### src/ipd_pkg.sv
package ipd_pkg;

    localparam int SPEED_W = 16;
    localparam int GAIN_W  = 16;
    localparam int BOUND_W = 8;
    localparam int FRAC_W  = 16;
    localparam int ACC_W   = BOUND_W + FRAC_W;
    localparam int ERR_W   = SPEED_W + 1;
    localparam int DIFF_W  = ERR_W + 1;
    localparam int PP_W    = ERR_W + GAIN_W;
    localparam int DP_W    = DIFF_W + GAIN_W;
    localparam int SUM_W   = DP_W + 2;
    localparam int CFG_IDX_W  = 3;
    localparam int CFG_DATA_W = 16;

    localparam logic [SPEED_W-1:0] TARGET_FLOOR  = 16'd100;
    localparam logic [GAIN_W-1:0]  PROP_GAIN_RST = 16'd66;
    localparam logic [GAIN_W-1:0]  DERIV_GAIN_RST = 16'd131;

    typedef enum logic [CFG_IDX_W-1:0] {
        CFG_TARGET_SPEED = 3'd0,
        CFG_PROP_GAIN    = 3'd1,
        CFG_DERIV_GAIN   = 3'd2,
        CFG_LEVEL_MIN    = 3'd3,
        CFG_LEVEL_MAX    = 3'd4,
        CFG_DRIVE_MIN    = 3'd5,
        CFG_DRIVE_MAX    = 3'd6
    } t_cfg_idx;

    typedef struct packed {
        logic [SPEED_W-1:0] target_speed;
        logic [GAIN_W-1:0]  prop_gain;
        logic [GAIN_W-1:0]  deriv_gain;
        logic [BOUND_W-1:0] level_min;
        logic [BOUND_W-1:0] level_max;
        logic [BOUND_W-1:0] drive_min;
        logic [BOUND_W-1:0] drive_max;
    } t_cfg;

    // products stage toward the accumulator stage
    typedef struct packed {
        logic                     valid;
        logic signed [ERR_W-1:0]  err;
        logic signed [PP_W-1:0]   p_term;
        logic signed [DP_W-1:0]   d_term;
    } t_prod;

endpackage

### src/ipd_cfg_regs.sv
module ipd_cfg_regs
    import ipd_pkg::*;
(
    input  logic                  i_clk,
    input  logic                  i_rst_n,
    input  logic                  i_cfg_we,
    input  logic [CFG_IDX_W-1:0]  i_cfg_idx,
    input  logic [CFG_DATA_W-1:0] i_cfg_data,
    output t_cfg                  o_cfg
);

    t_cfg r_cfg;

    always_ff @(posedge i_clk) begin
        if (!i_rst_n) begin
            r_cfg.target_speed <= '0;
            r_cfg.prop_gain    <= PROP_GAIN_RST;
            r_cfg.deriv_gain   <= DERIV_GAIN_RST;
            r_cfg.level_min    <= '0;
            r_cfg.level_max    <= '1;
            r_cfg.drive_min    <= '0;
            r_cfg.drive_max    <= '1;
        end else if (i_cfg_we) begin
            unique case (t_cfg_idx'(i_cfg_idx))
                CFG_TARGET_SPEED: r_cfg.target_speed <= i_cfg_data[SPEED_W-1:0];
                CFG_PROP_GAIN:    r_cfg.prop_gain    <= i_cfg_data[GAIN_W-1:0];
                CFG_DERIV_GAIN:   r_cfg.deriv_gain   <= i_cfg_data[GAIN_W-1:0];
                CFG_LEVEL_MIN:    r_cfg.level_min    <= i_cfg_data[BOUND_W-1:0];
                CFG_LEVEL_MAX:    r_cfg.level_max    <= i_cfg_data[BOUND_W-1:0];
                CFG_DRIVE_MIN:    r_cfg.drive_min    <= i_cfg_data[BOUND_W-1:0];
                CFG_DRIVE_MAX:    r_cfg.drive_max    <= i_cfg_data[BOUND_W-1:0];
                default: ;
            endcase
        end
    end

    assign o_cfg = r_cfg;

endmodule

### src/ipd_err_stage.sv
module ipd_err_stage
    import ipd_pkg::*;
(
    input  logic               i_clk,
    input  logic               i_rst_n,
    input  t_cfg               i_cfg,
    input  logic               i_in_valid,
    output logic               o_in_ready,
    input  logic [SPEED_W-1:0] i_measured_speed,
    input  logic               i_next_ready,
    output t_prod              o_prod
);

    logic                     r_a_valid;
    logic [SPEED_W-1:0]       r_meas;
    logic signed [ERR_W-1:0]  r_last_error;
    logic                     r_prod_valid;
    logic signed [ERR_W-1:0]  r_prod_err;
    logic signed [PP_W-1:0]   r_p_term;
    logic signed [DP_W-1:0]   r_d_term;

    logic                       w_ready_a;
    logic                       w_ready_b;
    logic                       w_a_move;
    logic signed [ERR_W-1:0]    w_err;
    logic signed [DIFF_W-1:0]   w_diff;
    logic signed [PP_W:0]       w_p_full;
    logic signed [DP_W:0]       w_d_full;

    assign w_ready_b = !r_prod_valid || i_next_ready;
    assign w_ready_a = !r_a_valid || w_ready_b;
    assign w_a_move  = r_a_valid && w_ready_b;
    assign o_in_ready = w_ready_a;

    assign w_err  = $signed({1'b0, i_cfg.target_speed}) - $signed({1'b0, r_meas});
    assign w_diff = DIFF_W'(w_err) - DIFF_W'(r_last_error);
    assign w_p_full = w_err * $signed({1'b0, i_cfg.prop_gain});
    assign w_d_full = w_diff * $signed({1'b0, i_cfg.deriv_gain});

    always_ff @(posedge i_clk) begin
        if (!i_rst_n) begin
            r_a_valid    <= 1'b0;
            r_prod_valid <= 1'b0;
            r_last_error <= '0;
        end else begin
            if (w_ready_a) begin
                r_a_valid <= i_in_valid;
            end
            if (w_ready_b) begin
                r_prod_valid <= r_a_valid;
            end
            if (w_a_move) begin
                r_last_error <= w_err;
            end
        end
    end

    always_ff @(posedge i_clk) begin
        if (w_ready_a && i_in_valid) begin
            r_meas <= i_measured_speed;
        end
        if (w_a_move) begin
            r_prod_err <= w_err;
            r_p_term   <= $signed(w_p_full[PP_W-1:0]);
            r_d_term   <= $signed(w_d_full[DP_W-1:0]);
        end
    end

    assign o_prod = '{valid: r_prod_valid, err: r_prod_err, p_term: r_p_term,
                      d_term: r_d_term};

`ifndef SYNTHESIS
    a_last_error_hold: assert property (@(posedge i_clk) disable iff (!i_rst_n)
        !w_a_move |=> $stable(r_last_error))
        else $error("last error changed without a request moving on");

    a_prod_kept: assert property (@(posedge i_clk) disable iff (!i_rst_n)
        (r_prod_valid && !i_next_ready) |=> r_prod_valid)
        else $error("stalled product stage lost its request");
`endif

endmodule

### src/ipd_acc_stage.sv
module ipd_acc_stage
    import ipd_pkg::*;
(
    input  logic                     i_clk,
    input  logic                     i_rst_n,
    input  t_cfg                     i_cfg,
    input  t_prod                    i_prod,
    output logic                     o_ready,
    output logic                     o_out_valid,
    input  logic                     i_out_ready,
    output logic [BOUND_W-1:0]       o_drive_level,
    output logic signed [ERR_W-1:0]  o_speed_error
);

    logic                     r_out_valid;
    logic [ACC_W-1:0]         r_acc;
    logic [BOUND_W-1:0]       r_drive;
    logic signed [ERR_W-1:0]  r_err;

    logic                      w_ready_c;
    logic                      w_move;
    logic signed [SUM_W-1:0]   w_sum;
    logic signed [SUM_W-1:0]   w_hi;
    logic signed [SUM_W-1:0]   w_lo;
    logic signed [SUM_W-1:0]   w_clamped;
    logic [ACC_W-1:0]          n_acc;
    logic [BOUND_W-1:0]        w_int;
    logic [BOUND_W-1:0]        n_drive;

    assign w_ready_c = !r_out_valid || i_out_ready;
    assign w_move    = i_prod.valid && w_ready_c;
    assign o_ready   = w_ready_c;

    assign w_sum = $signed({{(SUM_W-ACC_W){1'b0}}, r_acc})
                 + SUM_W'(i_prod.p_term) + SUM_W'(i_prod.d_term);
    assign w_hi = $signed({{(SUM_W-ACC_W){1'b0}}, i_cfg.level_max, {FRAC_W{1'b0}}});
    assign w_lo = $signed({{(SUM_W-ACC_W){1'b0}}, i_cfg.level_min, {FRAC_W{1'b0}}});

    always_comb begin
        priority if (w_sum > w_hi) begin
            w_clamped = w_hi;
        end else if (w_sum < w_lo) begin
            w_clamped = w_lo;
        end else begin
            w_clamped = w_sum;
        end
        // low target parks the accumulator at zero
        if (i_cfg.target_speed < TARGET_FLOOR) begin
            n_acc = '0;
        end else begin
            n_acc = w_clamped[ACC_W-1:0];
        end
        w_int = n_acc[ACC_W-1:FRAC_W];
        priority if (w_int > i_cfg.drive_max) begin
            n_drive = i_cfg.drive_max;
        end else if (w_int < i_cfg.drive_min) begin
            n_drive = i_cfg.drive_min;
        end else begin
            n_drive = w_int;
        end
    end

    always_ff @(posedge i_clk) begin
        if (!i_rst_n) begin
            r_out_valid <= 1'b0;
            r_acc       <= '0;
        end else begin
            if (w_ready_c) begin
                r_out_valid <= i_prod.valid;
            end
            if (w_move) begin
                r_acc <= n_acc;
            end
        end
    end

    always_ff @(posedge i_clk) begin
        if (w_move) begin
            r_drive <= n_drive;
            r_err   <= i_prod.err;
        end
    end

    assign o_out_valid   = r_out_valid;
    assign o_drive_level = r_drive;
    assign o_speed_error = r_err;

`ifndef SYNTHESIS
    a_acc_ceiling: assert property (@(posedge i_clk) disable iff (!i_rst_n)
        (r_acc[ACC_W-1:FRAC_W] == {BOUND_W{1'b1}}) |-> (r_acc[FRAC_W-1:0] == '0))
        else $error("drive accumulator above its full-scale value");

    a_acc_hold: assert property (@(posedge i_clk) disable iff (!i_rst_n)
        !w_move |=> $stable(r_acc))
        else $error("drive accumulator changed without a request");
`endif

endmodule

### src/incremental_pd_speed_controller_top.sv
// incremental pd speed controller: each request carries one measured speed sample;
// the block forms error = target - measured and its change since the last sample,
// adds prop_gain*error + deriv_gain*change (gains are unsigned q0.16) to a q8.16
// drive accumulator, clamps it to [level_min, level_max] and forces it to zero
// while the target is below 100 rpm; the result is the integer part of the
// accumulator clamped to [drive_min, drive_max] together with the 17-bit signed
// error. one request is taken every cycle while the output is not stalled; each
// result passes the input register, which loads on the edge that takes its
// request, then the product register, then the output register; the rate is set
// by the accumulator loop, whose add and clamp are combinational.
// configuration registers are to be written through the plain write port while
// idle, which the block itself does not enforce; writes to index 7 are ignored.
module incremental_pd_speed_controller_top
    import ipd_pkg::*;
(
    input  logic                     i_clk,
    input  logic                     i_rst_n,
    // configuration write port
    input  logic                     i_cfg_we,
    input  logic [CFG_IDX_W-1:0]     i_cfg_idx,
    input  logic [CFG_DATA_W-1:0]    i_cfg_data,
    // speed sample requests
    input  logic                     i_in_valid,
    output logic                     o_in_ready,
    input  logic [SPEED_W-1:0]       i_measured_speed,
    // drive results
    output logic                     o_out_valid,
    input  logic                     i_out_ready,
    output logic [BOUND_W-1:0]       o_drive_level,
    output logic signed [ERR_W-1:0]  o_speed_error
);

    t_cfg  w_cfg;
    t_prod w_prod;
    logic  w_acc_ready;

    // register file for target, gains and clamp bounds
    ipd_cfg_regs u_cfg_regs (
        .i_clk      (i_clk),
        .i_rst_n    (i_rst_n),
        .i_cfg_we   (i_cfg_we),
        .i_cfg_idx  (i_cfg_idx),
        .i_cfg_data (i_cfg_data),
        .o_cfg      (w_cfg)
    );

    // input register, error and difference, both gain products
    ipd_err_stage u_err_stage (
        .i_clk            (i_clk),
        .i_rst_n          (i_rst_n),
        .i_cfg            (w_cfg),
        .i_in_valid       (i_in_valid),
        .o_in_ready       (o_in_ready),
        .i_measured_speed (i_measured_speed),
        .i_next_ready     (w_acc_ready),
        .o_prod           (w_prod)
    );

    // accumulator update, clamps and output register
    ipd_acc_stage u_acc_stage (
        .i_clk         (i_clk),
        .i_rst_n       (i_rst_n),
        .i_cfg         (w_cfg),
        .i_prod        (w_prod),
        .o_ready       (w_acc_ready),
        .o_out_valid   (o_out_valid),
        .i_out_ready   (i_out_ready),
        .o_drive_level (o_drive_level),
        .o_speed_error (o_speed_error)
    );

endmodule
### config.mk
export PLATFORM = sky130hd
export DESIGN_NAME = incremental_pd_speed_controller_top
export DESIGN_NICKNAME = d
export VERILOG_FILES = /design/src/ipd_pkg.sv /design/src/ipd_cfg_regs.sv /design/src/ipd_err_stage.sv /design/src/ipd_acc_stage.sv /design/src/incremental_pd_speed_controller_top.sv
export SDC_FILE = /design/constraint.sdc
export NUM_CORES = 2
export LEC_CHECK = 0
export ABC_AREA = 1
export BUFFER_PORTS_ARGS = -buffer_cell sky130_fd_sc_hd__buf_2
export CELL_PAD_IN_SITES_DETAIL_PLACEMENT = 0
export CELL_PAD_IN_SITES_GLOBAL_PLACEMENT = 2
export CORE_ASPECT_RATIO = 2
export CORE_MARGIN = 4
export CORE_UTILIZATION = 41
export DETAILED_ROUTE_END_ITERATION = 8
export GPL_TIMING_DRIVEN = 0
export PLACE_DENSITY = 0.87
export SLEW_MARGIN = 30
export SYNTH_ARGS = -nofsm -noshare
export SYNTH_HDL_FRONTEND = slang
export SYNTH_SLANG_ARGS = --single-unit
### constraint.sdc
create_clock -name i_clk -period 12.22 [get_ports i_clk]
set_input_delay 1.222 -clock i_clk [delete_from_list [all_inputs] [get_ports i_clk]]
set_output_delay 1.222 -clock i_clk [all_outputs]
set_load 0.05 [all_outputs]
==> results.yml <==
timing:
  fin_crit_sh_pct: 92.61
  fin_tns_setup_ns: 0
  tightest_slew_ns: 1.058
  fin_crit_ns: 11.32
  skew_ns: 0.03426
  drv_slew: 0
  relSlewSlack_pct: 29.50
  finalHoldViolCount: 0
  fmax_mhz: 88.37
  setup_viol_count_final: 0
critical_path:
  r2r_slack_ns: 0.90
  cp_max_fo: 11
  r2r_start: "u_err_stage.r_meas[2]$_DFFE_PP_"
  cp_common_cell: "nand2_1"
  path_class: "register to register"
  critPathSlowestCell: "fa_1"
  crit_arrival_ns: 11.64
  worstRegToRegCells: 50
  start_kind: "register"
  cp_slowest_stage_delay_ns: 0.61
  r2r-end: "u_err_stage.r_d_term[32]$_DFFE_PP_"
  required_ns: 12.54
  critPathCaptureType: "register"
global_routing:
  grt_pass1_wl_um: 169900
  grt_max_degree: 52
  grt_usage_pct: 25.69
  grt_antenna_before_repair: 1
  grt_overflow: 0
  grt_pass1_vias: 29130
route:
  wl_met1_um: 36740
  via_count: 27190
  route.detailed.drc: 0
  drt_iter0_markers: 1648
  routed-wl-met2_um: 59150
  top_layer: "met4"
  firstDrtPassIters: 5
  wl_um: 111800
  drt-vias-per-instance: 5.099
  final_antenna_net_count: 0
  avgRoutedWirePerCell_um: 20.97
  dr_wl_met3_um: 3938
yosys:
  synth-main-ff-cell: "edfxtp_1"
  yosysWarnings: 0
  synthCells: 4150
  synthArstFlopShare_pct: 0
  synth_fp_nets: 5048
  netlist_area_um2: 34520
  ys_types: 51
  synth-seq-cells: 249
  ys_seq_area_share_pct: 18.06
  synth_edf_count: 125
  syn_area_per_cell_um2: 8.319
floorplan:
  design.die.area_um2: 89190
  coreArea_um2: 83520
  die_x_um: 213.2
  initial_core_util_pct: 41.34
  die_h_um: 418.4
  pin_count: 67
  rows: 150
cells_and_area:
  n_antenna_cell: 0
  seq_area_um2: 6236
  fin_area_um2: 37290
  fin_util_pct: 44.65
  drive_gt1_share_pct: 5.178
  final_nets: 5146
  multi_input_area_um2: 24140
  final_common_cell: "inv_1"
  fillCellCount: 8453
  instances_no_fill: 5332
  area_growth_pct: 8.009
  final_cell_mix: "979 x inv_1, 833 x nand2_1, 582 x fa_1"
clock_tree:
  clkTransAtPathRegs_ns: 0.08
  cts_inserted_buffers: 26
  cts-root-buf: "clkbuf_16"
  clkLatencyLatePin_ns: 0.60
  cts.sinks: 249
  clockBufferDepth: 3
  htree_levels: 1
  cts_hold_buf: 0
  tritoncts: "done"
placed_design:
  placed_cell_area_um2: 36240
  placed_cells: 5281
  hpwl_um: 95450
  io_buffer_count: 65
  place_congestion: 0.9538
worst_hold_path:
  holdPathStages: 0
  hold_class: "register to register"
  min-delay-start: "u_err_stage.r_prod_err[9]$_DFFE_PP_"
  whs_endpoint: "u_acc_stage.o_speed_error[9]$_DFFE_PP_"
job:
  drv_cap: 0
outcome:
  outcome: "finished clean"
==> what timing repair did <==
item                                    CTS  global route
buffers inserted                          0             7
endpoints found under the setup margin    0             7
endpoints found under the hold margin     0             0
gates resized for setup                   0             9
==> stage by stage <==
stage | setup WS, ns | hold WS, ns
3_3_place_gp | 0.2355 | 0.4011
6_report | 0.9033 | 0.4084
3_5_place_dp | 0.1717 | 0.4045
5_1_grt | -0.01261 | 0.4145
4_1_cts | 0.09134 | 0.4094
2_1_floorplan | 2.791 | 0.4003
==> synthesized netlist by cell type (21+ instances only) <==
library cell / instances / area [µm²]
nand2_1: 837 / 3142
edfxtp_1: 125 / 3754
or2_2: 26 / 162.7
ha_1: 276 / 3453
dfxtp_1: 124 / 2482
xnor2_1: 45 / 394.1
inv_1: 982 / 3686
clkbuf_1: 97 / 364.1
fa_1: 582 / 11650
a21oi_1: 207 / 1036
nor2_1: 354 / 1329
o211ai_1: 30 / 225.2
nand3_1: 95 / 475.5
o21ai_0: 118 / 590.6
nand2_2: 27 / 168.9
clkinv_1: 21 / 78.83
xor2_1: 62 / 543.0
==> worst max-delay path: cells and delay by family (launching register included) <==
| kind | cells | cell delay, ns |
|---|---|---|
| AOI/OAI and AO/OA | 17 | 2.92 |
| adders and majority gates | 9 | 4.23 |
| buffers and inverters | 7 | 1.18 |
| DFF | 1 | 0.34 |
| and+or+nand+nor | 17 | 2.33 |
==> worst max path at each step <==
stage | slack, ns | cells past startpoint | start | to
2_1_floorplan | 2.79 | 60 | u_cfg_regs.o_cfg[64]$_SDFFE_PN0P_ | u_err_stage.r_d_term[32]$_DFFE_PP_
3_3_place_gp | 0.24 | 58 | u_err_stage.r_meas[0]$_DFFE_PP_ | u_err_stage.r_d_term[32]$_DFFE_PP_
3_5_place_dp | 0.17 | 60 | u_cfg_regs.o_cfg[64]$_SDFFE_PN0P_ | u_err_stage.r_d_term[32]$_DFFE_PP_
4_1_cts | 0.09 | 59 | u_err_stage.r_meas[0]$_DFFE_PP_ | u_err_stage.r_d_term[32]$_DFFE_PP_
5_1_grt | -0.01 | 58 | u_cfg_regs.o_cfg[64]$_SDFFE_PN0P_ | u_err_stage.r_d_term[32]$_DFFE_PP_
6_report | 0.90 | 50 | u_err_stage.r_meas[2]$_DFFE_PP_ | u_err_stage.r_d_term[32]$_DFFE_PP_
==> state kept, by name, indices dropped and copies added (netlist names) <==
| signal | flops |
|---|---|
| u_acc_stage.o_drive_level | 8 |
| u_acc_stage.o_out_valid | 1 |
| u_acc_stage.o_speed_error | 17 |
| u_acc_stage.r_acc | 24 |
| u_cfg_regs.o_cfg | 80 |
| u_err_stage.r_a_valid | 1 |
| u_err_stage.r_d_term | 34 |
| u_err_stage.r_last_error | 17 |
| u_err_stage.r_meas | 16 |
| u_err_stage.r_p_term | 33 |
| u_err_stage.r_prod_err | 17 |
| u_err_stage.r_prod_valid | 1 |
==> layout make-up <==
cell class	instances	share of cell area, %
Clock inverter	14	0.6174
Buffer	97	1.010
Inverter	1007	10.19
Multi-Input combinational cell	2793	64.73
Tap cell	1064	3.570
Timing Repair Buffer	74	1.141
Sequential cell	249	16.72
Clock buffer	34	2.023
==> layer usage <==
layer | global-route usage, % | vias up
met5 | 0 | -
li1 | - | 12690
met3 | 2.069 | 355
met2 | 48.01 | 735
met1 | 25.57 | 13410
met4 | 20.29 | 0
==> logic make-up (layout without fill, tap and decap cells) <==
| kind of cell | Yosys count | in the layout | share of synthesized area (%) |
|---|---|---|---|
| AO/OA/AOI/OAI | 417 | 417 | 6.625 |
| XOR/XNOR | 107 | 107 | 2.714 |
| adder cells (fa/ha/maj) | 858 | 858 | 43.75 |
| buffers and inverters | 1108 | 1226 | 12.06 |
| flip-flops | 249 | 249 | 18.06 |
| AND/OR/NAND/NOR | 1411 | 1411 | 16.79 |
Power is not shown: default switching activity piles up to over one toggle a cycle in this logic, so the estimate is an artifact.
